===== src/design/lruocd_pkg.sv =====
// ----------------------------------------------------------------------------
// LRU object cache directory package
// Request and response payloads, sequencer states and shared codes.
// ----------------------------------------------------------------------------
package lruocd_pkg;

   localparam logic KIND_LOOKUP = 1'b0;
   localparam logic KIND_INSERT = 1'b1;

   typedef struct packed {
      logic        kind;
      logic [63:0] key;
      logic [23:0] object_size;
   } req_type;

   typedef struct packed {
      logic        found;
      logic [3:0]  slot;
      logic [23:0] stored_size;
      logic        evicted;
   } rsp_type;

   typedef enum logic [1:0] {
      ST_IDLE,
      ST_SCAN,
      ST_FINISH
   } state_type;

   // Write enables of the entry store.
   typedef struct packed {
      logic entry_we;
      logic stamp_we;
   } wr_ctrl_type;

endpackage


===== src/design/lru_object_cache_directory_top.sv =====
// ----------------------------------------------------------------------------
// LRU object cache directory
// Fully associative directory of object entries with least-recently-used
// replacement, scanned one entry per cycle by a small sequencer.
// ----------------------------------------------------------------------------
//
//   Channel   Ports                        Handshake
//   request   start, busy, req_data        taken when start is high, busy low
//   response  rsp_valid, rsp_data          one-cycle strobe, cannot be held off
//
// A request keeps busy high from acceptance through the scan and the finish
// state. The scan is paced by the entry store, whose single read port is
// stepped through the slots one per cycle; a lookup hit or the first empty
// slot of an insert ends the scan early.
// Reset is synchronous and clears the valid bits, the fill count, the tick
// and the sequencer; the key, size and stamp memories need no clearing pass.
// The response is shown for exactly one cycle, and the receiver cannot stall.
//
module lru_object_cache_directory_top #(
   parameter int ENTRIES  = 16,
   parameter int KEY_BITS = 64
) (
   input  logic                clock,
   input  logic                reset,
   input  logic                start,
   output logic                busy,
   input  lruocd_pkg::req_type req_data,
   output logic                rsp_valid,
   output lruocd_pkg::rsp_type rsp_data
);

   localparam int IW = $clog2(ENTRIES);

   // Sequencer state.
   lruocd_pkg::state_type state_ff, state_in;

   // The request being worked on is held for the whole scan.
   lruocd_pkg::req_type req_ff, req_in;

   // Read issue counter; it can reach ENTRIES, so the address is a part-select.
   logic [IW:0]   issue_cnt_ff, issue_cnt_in;
   // Follows the issue in the next cycle: which entry the store's read data belongs to.
   logic          ev_live_ff, ev_live_in;
   logic [IW-1:0] ev_idx_ff, ev_idx_in;

   // Running selection: hit slot, empty slot or oldest slot so far.
   logic          sel_found_ff, sel_found_in;
   logic [IW-1:0] sel_idx_ff, sel_idx_in;
   logic [31:0]   sel_stamp_ff, sel_stamp_in;
   logic [23:0]   sel_size_ff, sel_size_in;

   // Directory state kept in flip-flops.
   logic [ENTRIES-1:0] valid_ff, valid_in;
   logic [IW:0]        count_ff, count_in;
   logic [31:0]        tick_ff, tick_in;

   // Response register.
   logic                rsp_valid_ff, rsp_valid_in;
   lruocd_pkg::rsp_type rsp_ff, rsp_in;

   // Sequencer outputs.
   logic accept;
   logic issue_en;
   logic eval_en;
   logic finish_en;

   // Entry store connections.
   lruocd_pkg::wr_ctrl_type wr_ctrl;
   logic [KEY_BITS-1:0]     rd_key;
   logic [23:0]             rd_size;
   logic [31:0]             rd_stamp;

   // Per-entry compare results.
   logic          full;
   logic          key_hit;
   logic          empty_hit;
   logic          older;
   logic          stop;
   logic          scan_done;
   logic [31:0]   tick_next;
   logic [IW+3:0] slot_wide;

   lruocd_entry_store #(
      .ENTRIES  (ENTRIES),
      .KEY_BITS (KEY_BITS)
   ) u_store (
      .clock    (clock),
      .rd_addr  (issue_cnt_ff[IW-1:0]),
      .wr_ctrl  (wr_ctrl),
      .wr_addr  (sel_idx_ff),
      .wr_key   (req_ff.key[KEY_BITS-1:0]),
      .wr_size  (req_ff.object_size),
      .wr_stamp (tick_next),
      .rd_key   (rd_key),
      .rd_size  (rd_size),
      .rd_stamp (rd_stamp)
   );

   // The directory is full only when every slot is valid; eviction then
   // frees the oldest slot, which is also the lowest empty slot to fill.
   assign full      = (count_ff >= (IW + 1)'(ENTRIES));
   assign tick_next = tick_ff + 32'd1;

   // The single compare step applied to one entry per cycle.
   assign key_hit   = valid_ff[ev_idx_ff] && (rd_key == req_ff.key[KEY_BITS-1:0]);
   assign empty_hit = !valid_ff[ev_idx_ff];
   assign older     = (ev_idx_ff == '0) || (rd_stamp < sel_stamp_ff);

   assign stop = (req_ff.kind == lruocd_pkg::KIND_LOOKUP) ? key_hit
                                                          : (!full && empty_hit);
   assign scan_done = ev_live_ff && (stop || (ev_idx_ff == IW'(ENTRIES - 1)));

   // Next state.
   always_comb begin
      state_in = state_ff;
      unique case (state_ff)
         lruocd_pkg::ST_IDLE: begin
            if (start) state_in = lruocd_pkg::ST_SCAN;
         end
         lruocd_pkg::ST_SCAN: begin
            if (scan_done) state_in = lruocd_pkg::ST_FINISH;
         end
         lruocd_pkg::ST_FINISH: begin
            state_in = lruocd_pkg::ST_IDLE;
         end
         default: begin
            state_in = lruocd_pkg::ST_IDLE;
         end
      endcase
   end

   // Sequencer outputs.
   always_comb begin
      busy      = 1'b1;
      accept    = 1'b0;
      issue_en  = 1'b0;
      eval_en   = 1'b0;
      finish_en = 1'b0;
      unique case (state_ff)
         lruocd_pkg::ST_IDLE: begin
            busy   = 1'b0;
            accept = start;
         end
         lruocd_pkg::ST_SCAN: begin
            issue_en = (issue_cnt_ff != (IW + 1)'(ENTRIES));
            eval_en  = ev_live_ff;
         end
         lruocd_pkg::ST_FINISH: begin
            finish_en = 1'b1;
         end
         default: begin
            busy = 1'b0;
         end
      endcase
   end

   // Datapath next values.
   always_comb begin
      req_in       = req_ff;
      issue_cnt_in = issue_cnt_ff;
      ev_live_in   = issue_en;
      ev_idx_in    = issue_cnt_ff[IW-1:0];
      sel_found_in = sel_found_ff;
      sel_idx_in   = sel_idx_ff;
      sel_stamp_in = sel_stamp_ff;
      sel_size_in  = sel_size_ff;
      valid_in     = valid_ff;
      count_in     = count_ff;
      tick_in      = tick_ff;
      rsp_valid_in = 1'b0;
      rsp_in       = '0;
      wr_ctrl      = '0;
      slot_wide    = {4'd0, sel_idx_ff};

      if (accept) begin
         req_in       = req_data;
         issue_cnt_in = '0;
         sel_found_in = 1'b0;
      end

      if (issue_en) begin
         issue_cnt_in = issue_cnt_ff + (IW + 1)'(1);
      end

      if (eval_en) begin
         if (req_ff.kind == lruocd_pkg::KIND_LOOKUP) begin
            if (key_hit) begin
               sel_found_in = 1'b1;
               sel_idx_in   = ev_idx_ff;
               sel_size_in  = rd_size;
            end
         end else if (full) begin
            if (older) begin
               sel_idx_in   = ev_idx_ff;
               sel_stamp_in = rd_stamp;
            end
         end else if (empty_hit) begin
            sel_found_in = 1'b1;
            sel_idx_in   = ev_idx_ff;
         end
      end

      if (finish_en) begin
         rsp_valid_in = 1'b1;
         if (req_ff.kind == lruocd_pkg::KIND_LOOKUP) begin
            if (sel_found_ff) begin
               tick_in          = tick_next;
               wr_ctrl.stamp_we = 1'b1;
               rsp_in.found       = 1'b1;
               rsp_in.slot        = slot_wide[3:0];
               rsp_in.stored_size = sel_size_ff;
            end
         end else begin
            // An insert into a full directory reuses the evicted slot, so
            // the fill count is unchanged there.
            tick_in              = tick_next;
            wr_ctrl.entry_we     = 1'b1;
            wr_ctrl.stamp_we     = 1'b1;
            valid_in[sel_idx_ff] = 1'b1;
            if (!full) count_in = count_ff + (IW + 1)'(1);
            rsp_in.slot    = slot_wide[3:0];
            rsp_in.evicted = full;
         end
      end
   end

   // Control registers.
   always_ff @(posedge clock) begin
      if (reset) begin
         state_ff     <= lruocd_pkg::ST_IDLE;
         ev_live_ff   <= 1'b0;
         valid_ff     <= '0;
         count_ff     <= '0;
         tick_ff      <= '0;
         rsp_valid_ff <= 1'b0;
      end else begin
         state_ff     <= state_in;
         ev_live_ff   <= ev_live_in;
         valid_ff     <= valid_in;
         count_ff     <= count_in;
         tick_ff      <= tick_in;
         rsp_valid_ff <= rsp_valid_in;
      end
   end

   // Payload registers.
   always_ff @(posedge clock) begin
      req_ff       <= req_in;
      issue_cnt_ff <= issue_cnt_in;
      ev_idx_ff    <= ev_idx_in;
      sel_found_ff <= sel_found_in;
      sel_idx_ff   <= sel_idx_in;
      sel_stamp_ff <= sel_stamp_in;
      sel_size_ff  <= sel_size_in;
      rsp_ff       <= rsp_in;
   end

   assign rsp_valid = rsp_valid_ff;
   assign rsp_data  = rsp_ff;

endmodule


===== src/design/lruocd_entry_store.sv =====
// ----------------------------------------------------------------------------
// LRU object cache directory entry store
// Key, size and stamp memories with one write port and one registered read.
// ----------------------------------------------------------------------------
module lruocd_entry_store #(
   parameter int ENTRIES  = 16,
   parameter int KEY_BITS = 64
) (
   input  logic                       clock,
   input  logic [$clog2(ENTRIES)-1:0] rd_addr,
   input  lruocd_pkg::wr_ctrl_type    wr_ctrl,
   input  logic [$clog2(ENTRIES)-1:0] wr_addr,
   input  logic [KEY_BITS-1:0]        wr_key,
   input  logic [23:0]                wr_size,
   input  logic [31:0]                wr_stamp,
   output logic [KEY_BITS-1:0]        rd_key,
   output logic [23:0]                rd_size,
   output logic [31:0]                rd_stamp
);

   logic [KEY_BITS-1:0] key_mem   [ENTRIES];
   logic [23:0]         size_mem  [ENTRIES];
   logic [31:0]         stamp_mem [ENTRIES];

   logic [KEY_BITS-1:0] rd_key_ff;
   logic [23:0]         rd_size_ff;
   logic [31:0]         rd_stamp_ff;

   always_ff @(posedge clock) begin
      if (wr_ctrl.entry_we) begin
         key_mem[wr_addr]  <= wr_key;
         size_mem[wr_addr] <= wr_size;
      end
      if (wr_ctrl.stamp_we) begin
         stamp_mem[wr_addr] <= wr_stamp;
      end
   end

   always_ff @(posedge clock) begin
      rd_key_ff   <= key_mem[rd_addr];
      rd_size_ff  <= size_mem[rd_addr];
      rd_stamp_ff <= stamp_mem[rd_addr];
   end

   assign rd_key   = rd_key_ff;
   assign rd_size  = rd_size_ff;
   assign rd_stamp = rd_stamp_ff;

endmodule


===== config.mk =====
export PLATFORM = sky130hd
export DESIGN_NAME = lru_object_cache_directory_top
export DESIGN_NICKNAME = d
export VERILOG_FILES = /design/src/design/lruocd_pkg.sv /design/src/design/lru_object_cache_directory_top.sv /design/src/design/lruocd_entry_store.sv
export SDC_FILE = /design/constraint.sdc
export NUM_CORES = 2
export LEC_CHECK = 0
export BUFFER_PORTS_ARGS = -buffer_cell sky130_fd_sc_hd__buf_2
export CORE_MARGIN = 2
export CORE_UTILIZATION = 65
export CTS_CLUSTER_DIAMETER = 120
export DETAILED_ROUTE_END_ITERATION = 8
export HOLD_SLACK_MARGIN = 0.08
export MAX_ROUTING_LAYER = met4
export PLACE_DENSITY = 0.92
export SKIP_CTS_REPAIR_TIMING = 1
export SYNTH_ARGS = -nofsm -noshare
export SYNTH_HDL_FRONTEND = slang
export SYNTH_SLANG_ARGS = --single-unit

===== constraint.sdc =====
create_clock -name clock -period 11.48 [get_ports clock]
set_clock_uncertainty 0.15 [all_clocks]
set_input_delay 0.574 -clock clock [delete_from_list [all_inputs] [get_ports clock]]
set_output_delay 0.574 -clock clock [all_outputs]
set_load 0.1 [all_outputs]

### Yosys cells after proc, flatten, opt, wreduce, memory -nomap -nowiden

Memory sizes are Yosys's and may differ from the RTL's. A register that Yosys moved wholly into a read port is not among the register bits.
Index checks and enable logic that the tools add are counted.

| operators by class | value |
|---|---|
| $add $sub $neg | 3 |
| $lt $le $gt $ge | 5 |
| eq/ne operators | 9 |
| multiplexer cells | 39 |
| bitwise gates (word level) | 5 |
| reductions and logical operators | 23 |

Operators by type and width:

| operator | number |
|---|---|
| $eq A64 B64 Y1 | 1 |
| $mux W32 | 2 |
| $add A32 B1 Y32 const B | 1 |
| $lt A32 B32 Y1 | 1 |
| $mux W29 | 1 |
| $mux W4 | 6 |
| $mux W1 | 22 |
| $or A16 B16 Y16 | 1 |
| $add A5 B1 Y5 const B | 2 |
| $lt A4 B5 Y1 const B | 2 |
| $mux W5 | 2 |
| $reduce_and A4 Y1 | 2 |
| $mux W2 | 3 |
| $reduce_and A2 Y1 | 3 |
| $reduce_and A3 Y1 | 2 |
| $reduce_bool A2 Y1 | 3 |
| $ge A5 B5 Y1 const B | 1 |
| $ne A5 B5 Y1 const B | 1 |
| $bmux W1 S4 | 1 |
| $demux W1 S4 | 1 |
| $eq A4 B4 Y1 const B | 1 |
| $ge A4 B1 Y1 const B | 1 |
| $logic_and A1 B1 Y1 | 4 |
| $logic_not A4 Y1 | 1 |
| other kinds (12) | 19 |

| storage, ports and cells | value |
|---|---|
| register bits after elaboration | 246 |
| RAM bits | 1920 |
| input bits | 92 |
| output and inout bits | 32 |
| logic and storage cells | 106 |
| memories kept | 3 |

Memories:

| name | words | width | rd ports | clocked after Yosys merged registers in | write ports | RTL line | RTL |
|---|---|---|---|---|---|---|---|
| u_store.key_mem | 16 | 64 | 1 | 1 | 1 | lruocd_entry_store.sv:21 | `logic [KEY_BITS-1:0] key_mem [ENTRIES];` |
| u_store.stamp_mem | 16 | 32 | 1 | 1 | 1 | lruocd_entry_store.sv:23 | `logic [31:0] stamp_mem [ENTRIES];` |
| u_store.size_mem | 16 | 24 | 1 | 1 | 1 | lruocd_entry_store.sv:22 | `logic [23:0] size_mem [ENTRIES];` |

### Depth between registers and ports, before layout

| depth | value |
|---|---|
| word-level depth | 9 |
| gate-level depth with buffers | 9 |
| gate-level depth less buffers | 9 |

### Modules after synthesis

A second synthesis with hierarchy kept.

| unflattened totals | value |
|---|---|
| cells, all modules | 3912 |
| area, all modules | 84277.1 um^2 |

By module, submodules not included:

| module | instances | cells each | area each (um^2) | sequential area each (um^2) |
|---|---|---|---|---|
| lruocd_entry_store | 1 | 3091 | 74082.3 | 60057.6 |
| lru_object_cache_directory_top | 1 | 821 | 10194.8 | 6466.2 |

### Worst setup path before layout

No wires, ideal clock.

| timing | value |
|---|---|
| path type | register to register |
| start point | reg state_ff[0] |
| end point | mem u_store.key_mem[2][0], enable pin |
| setup time | 536 ps |
| arrival | 4814 ps |
| data required time | 10794 ps |
| slack | 5980 ps |
| stages on the path, launching flop included | 7 |
| buffers on the path | 1 |
| period minus slack after synthesis | 5500 ps |
| cell sequence | dfxtp_1 inv_1 ha_1 and2_1 clkbuf_1 nand3b_1 nor2_1 |

| on the way | value |
|---|---|
| longest elaborated chain between the ends | 5 |

Ends and longest elaborated chain:

| element | RTL line | RTL |
|---|---|---|
| start: declaration | lru_object_cache_directory_top.sv:35 | `lruocd_pkg::state_type state_ff, state_in;` |
| start signal: assignment | lru_object_cache_directory_top.sv:230 | `state_ff <= lruocd_pkg::ST_IDLE;` |
| start signal: assignment | lru_object_cache_directory_top.sv:237 | `state_ff <= state_in;` |
| $eq A2 B2 Y1 | lru_object_cache_directory_top.sv:139 | `unique case (state_ff)` |
| $mux W1 | lru_object_cache_directory_top.sv:139 |  |
| net finish_en | lru_object_cache_directory_top.sv:65 | `logic finish_en;` |
| $mux W2 | lru_object_cache_directory_top.sv:203 | `if (finish_en) begin` |
| $mux W1 | lruocd_entry_store.sv:30 | `if (wr_ctrl.entry_we) begin` |
| $mux W1 (implied by the code) | lruocd_entry_store.sv:31 | `key_mem[wr_addr] <= wr_key;` |
| end: declaration | lruocd_entry_store.sv:21 |  |

The timed path passes the listed nets, and every way through them passes these cells.

### Final worst setup path

| timing | value |
|---|---|
| start point | reg state_ff[0] |
| end point | mem u_store.key_mem[9][58], enable pin |

The elaborated chain is that of the path after synthesis.

==> flow_metrics.env <==
export IMPL_wire_per_inst_um=41.5
export IMPL_clock_root_buffer="clkbuf_16"
export IMPL_die_area_mm2=0.133
export IMPL_syn_area_mm2=0.0844
export IMPL_synthTopCellsByArea="edfxtp_1 74%, mux4_2 16%, dfxtp_1 5.0%, xor2_1 0.85%, ha_1 0.59%"
export IMPL_nets=4086
export IMPL_vias=44200
export IMPL_crit_type="reg2reg"
export IMPL_core_mm2=0.129
export IMPL_avgSynthCellArea_um2=23.3
export IMPL_clkSinkCount=2286
export IMPL_cp_arrival_ps=5180
export IMPL_finalSetupTns_ps=0
export IMPL_r2r_cells=7
export IMPL_syn_to_final_growth_pct=12.6
export IMPL_endpoint_kind="register"
export IMPL_irDropWorstVdd_mv=0.260
export IMPL_die_h_um=364
export IMPL_power_density_mw_per_mm2=227
export IMPL_grt_max_degree=133
export IMPL_clock_path_buffers=3
export IMPL_max_freq_ghz=0.205
export IMPL_start_util_pct=65.3
export IMPL_ys_flop_type="edfxtp_1"
export IMPL_ys_seq_elements=2286
export IMPL_rr_startpoint="state_ff[0]"
export IMPL_overflow=0
export IMPL_die_x_um=364
export IMPL_synthArstFlopShare_pct=0
export IMPL_startpoint_type="register"
export IMPL_layout_worst_path_cycle_share_pct=42.4
export IMPL_crit_required_ps=11790
export IMPL_drc=0
export IMPL_ys_types=49
export IMPL_wirelength_mm=245
export IMPL_fin_crit_ps=4870
export IMPL_critPathMaxFanout=35
export IMPL_grt_pass1_vias=42900
export IMPL_cts_clk_slew_worst_paths_ps=70
export IMPL_cap_violations=0
export IMPL_hold_path_cell_count=0
export IMPL_clk_latency_ps=870
export IMPL_r2r_slack_ps=6610
export IMPL_gp_congestion=0.796
export IMPL_slew_violations=0
export IMPL_max_slew_margin_pct=5.33
export IMPL_hold_viol=0
export IMPL_rr_endpoint="u_store.key_mem[9][58]"
export IMPL_drive_above_1_share_pct=27.5
export IMPL_yosys_warnings=0
export IMPL_worstMarginPinSlew_ps=1420
export IMPL_hp_start="u_store.rd_size[1]"
export IMPL_setup_viol=0
export IMPL_synth_top_area_share_pct=73.8
export IMPL_synth_enable_flop_cells=2074
export IMPL_yosysSeqAreaShare_pct=78.8
export IMPL_hpwl_mm=106
export IMPL_cts_buffers=206
export IMPL_syn_nets=3755
export IMPL_fin_util_pct=73.6
export IMPL_leakage_nw=30.2
export IMPL_grtUsageTotal_pct=35.6
export IMPL_grt_pass1_wl_mm=318
export IMPL_via_per_inst=7.48
export IMPL_cts_htree_levels=4
export IMPL_hold_end="sel_size_ff[1]"
export IMPL_min_path_type="reg2reg"
export IMPL_rows=132
export IMPL_io_pins=124
export IMPL_drtAntennaViolNets=0
export IMPL_drt_iter0_drc=8757
export IMPL_status="finished clean"
export IMPL_io_buffer_count=123
export IMPL_synthCells=3623
export IMPL_synth_area_leader_cell="edfxtp_1"
export IMPL_rsz0062_at_grt="no"
export IMPL_drt_first_pass_iters=8
export IMPL_cts_tree="done"
export IMPL_antenna_found_initial=24
cell usage in the layout (no fill, tap or decap), types with 35 or more instances in the layout:
cell	Yosys	final
buf_2	22	123
buf_4	0	64
clkbuf_1	102	60
clkbuf_16	0	211
clkinv_1	1	35
clkinv_2	0	40
dfxtp_1	212	212
dlygate4sd3_1	0	90
edfxtp_1	2074	2074
ha_1	40	40
inv_1	47	46
mux4_2	605	605
nand2_1	49	49
nor2_1	113	80
xnor2_1	36	35
xor2_1	82	82
worst max-delay path, cell delays in order (launching register included):
cell and delay [ps]:
dfxtp_1 340, inv_1 130, ha_1 340, and2_1 460
nand3b_1 540, nor2_4 980, buf_4 700, buf_4 730
report_power, final:
group / internal (mW) / switching (mW)
Sequential: 9.64 / 0.534
Clock: 3.78 / 3.31
Combinational: 2.16 / 2.18
through the flow:
step | instances | hold slack (ps) | setup slack (ps) | area (µm²) | total power, mW
after detailed placement | 5397 | 239 | 7080 | 87400 | 14.3
final | 5907 | 255 | 6610 | 95000 | 21.6
after floorplan | 3623 | 196 | 5980 | 84400 | 13.2
after CTS | 5788 | -295 | 6840 | 94000 | 21.3
after global placement | 5397 | 241 | 7340 | 87400 | 14.0
after global routing | 5906 | 257 | 6670 | 95000 | 22.0
layout make-up:
type | count | area [µm²]
antenna | 28 | 70.1
sequential | 2286 | 66500
tap | 1742 | 2180
timing repair buffer | 283 | 2120
inverter | 48 | 183
clock buffer | 291 | 5780
clock inverter | 100 | 857
multi-input combinational | 1129 | 17300
fill | 6270 | 34100
routing by layer:
layer | track usage [%] | vias to the layer above | part of all wire (%)
li1 | - | 15800 | -
met1 | 44.4 | 22300 | 30
met2 | 56.9 | 5057 | 50
met3 | 7.83 | 1083 | 13
met4 | 16.2 | 0 | 7.1
met5 | - | - | 0
cell usage after synthesis (23+ instances only):
| cell type | n |
|---|---|
| nand3_1 | 23 |
| clkbuf_1 | 102 |
| dfxtp_1 | 212 |
| nand2_1 | 49 |
| nor2_1 | 113 |
| inv_1 | 47 |
| xnor2_1 | 36 |
| ha_1 | 40 |
| xor2_1 | 82 |
| and2_1 | 29 |
| edfxtp_1 | 2074 |
| buf_1 | 35 |
| mux4_2 | 605 |
how the worst max path moves through the flow:
stage                          startpoint                       to  slack [ps]  depth (start not counted)
after floorplan               state_ff[0]    u_store.key_mem[2][0]        5980                          6
after global placement    issue_cnt_ff[1]       u_store.rd_key[39]        7340                          4
after detailed placement      state_ff[0]  u_store.key_mem[11][31]        7080                          7
after CTS                     state_ff[0]   u_store.key_mem[9][20]        6840                          7
after global routing          state_ff[0]  u_store.key_mem[13][20]        6670                          7
final                         state_ff[0]   u_store.key_mem[9][58]        6610                          7
state kept, by name, summed over array words and instances (netlist names), 16 cells and up:
signal and count:
rsp_data 30, u_store.stamp_mem 512, sel_size_ff 24, u_store.rd_stamp 32, sel_stamp_ff 32, u_store.rd_key 64
req_ff 89, tick_ff 32, u_store.rd_size 24, u_store.size_mem 384, valid_ff 16, u_store.key_mem 1024
logic make-up after synthesis:
logic type | synth area share, %
adders and majority gates | 0.593
buffers and inverters | 0.967
AOI/OAI and AO/OA | 0.468
and+or+nand+nor | 1.76
muxes | 16.2
DFF | 78.8
xor gates and xnor gates | 1.22
No activity file was read; power rests on OpenSTA's default activity.
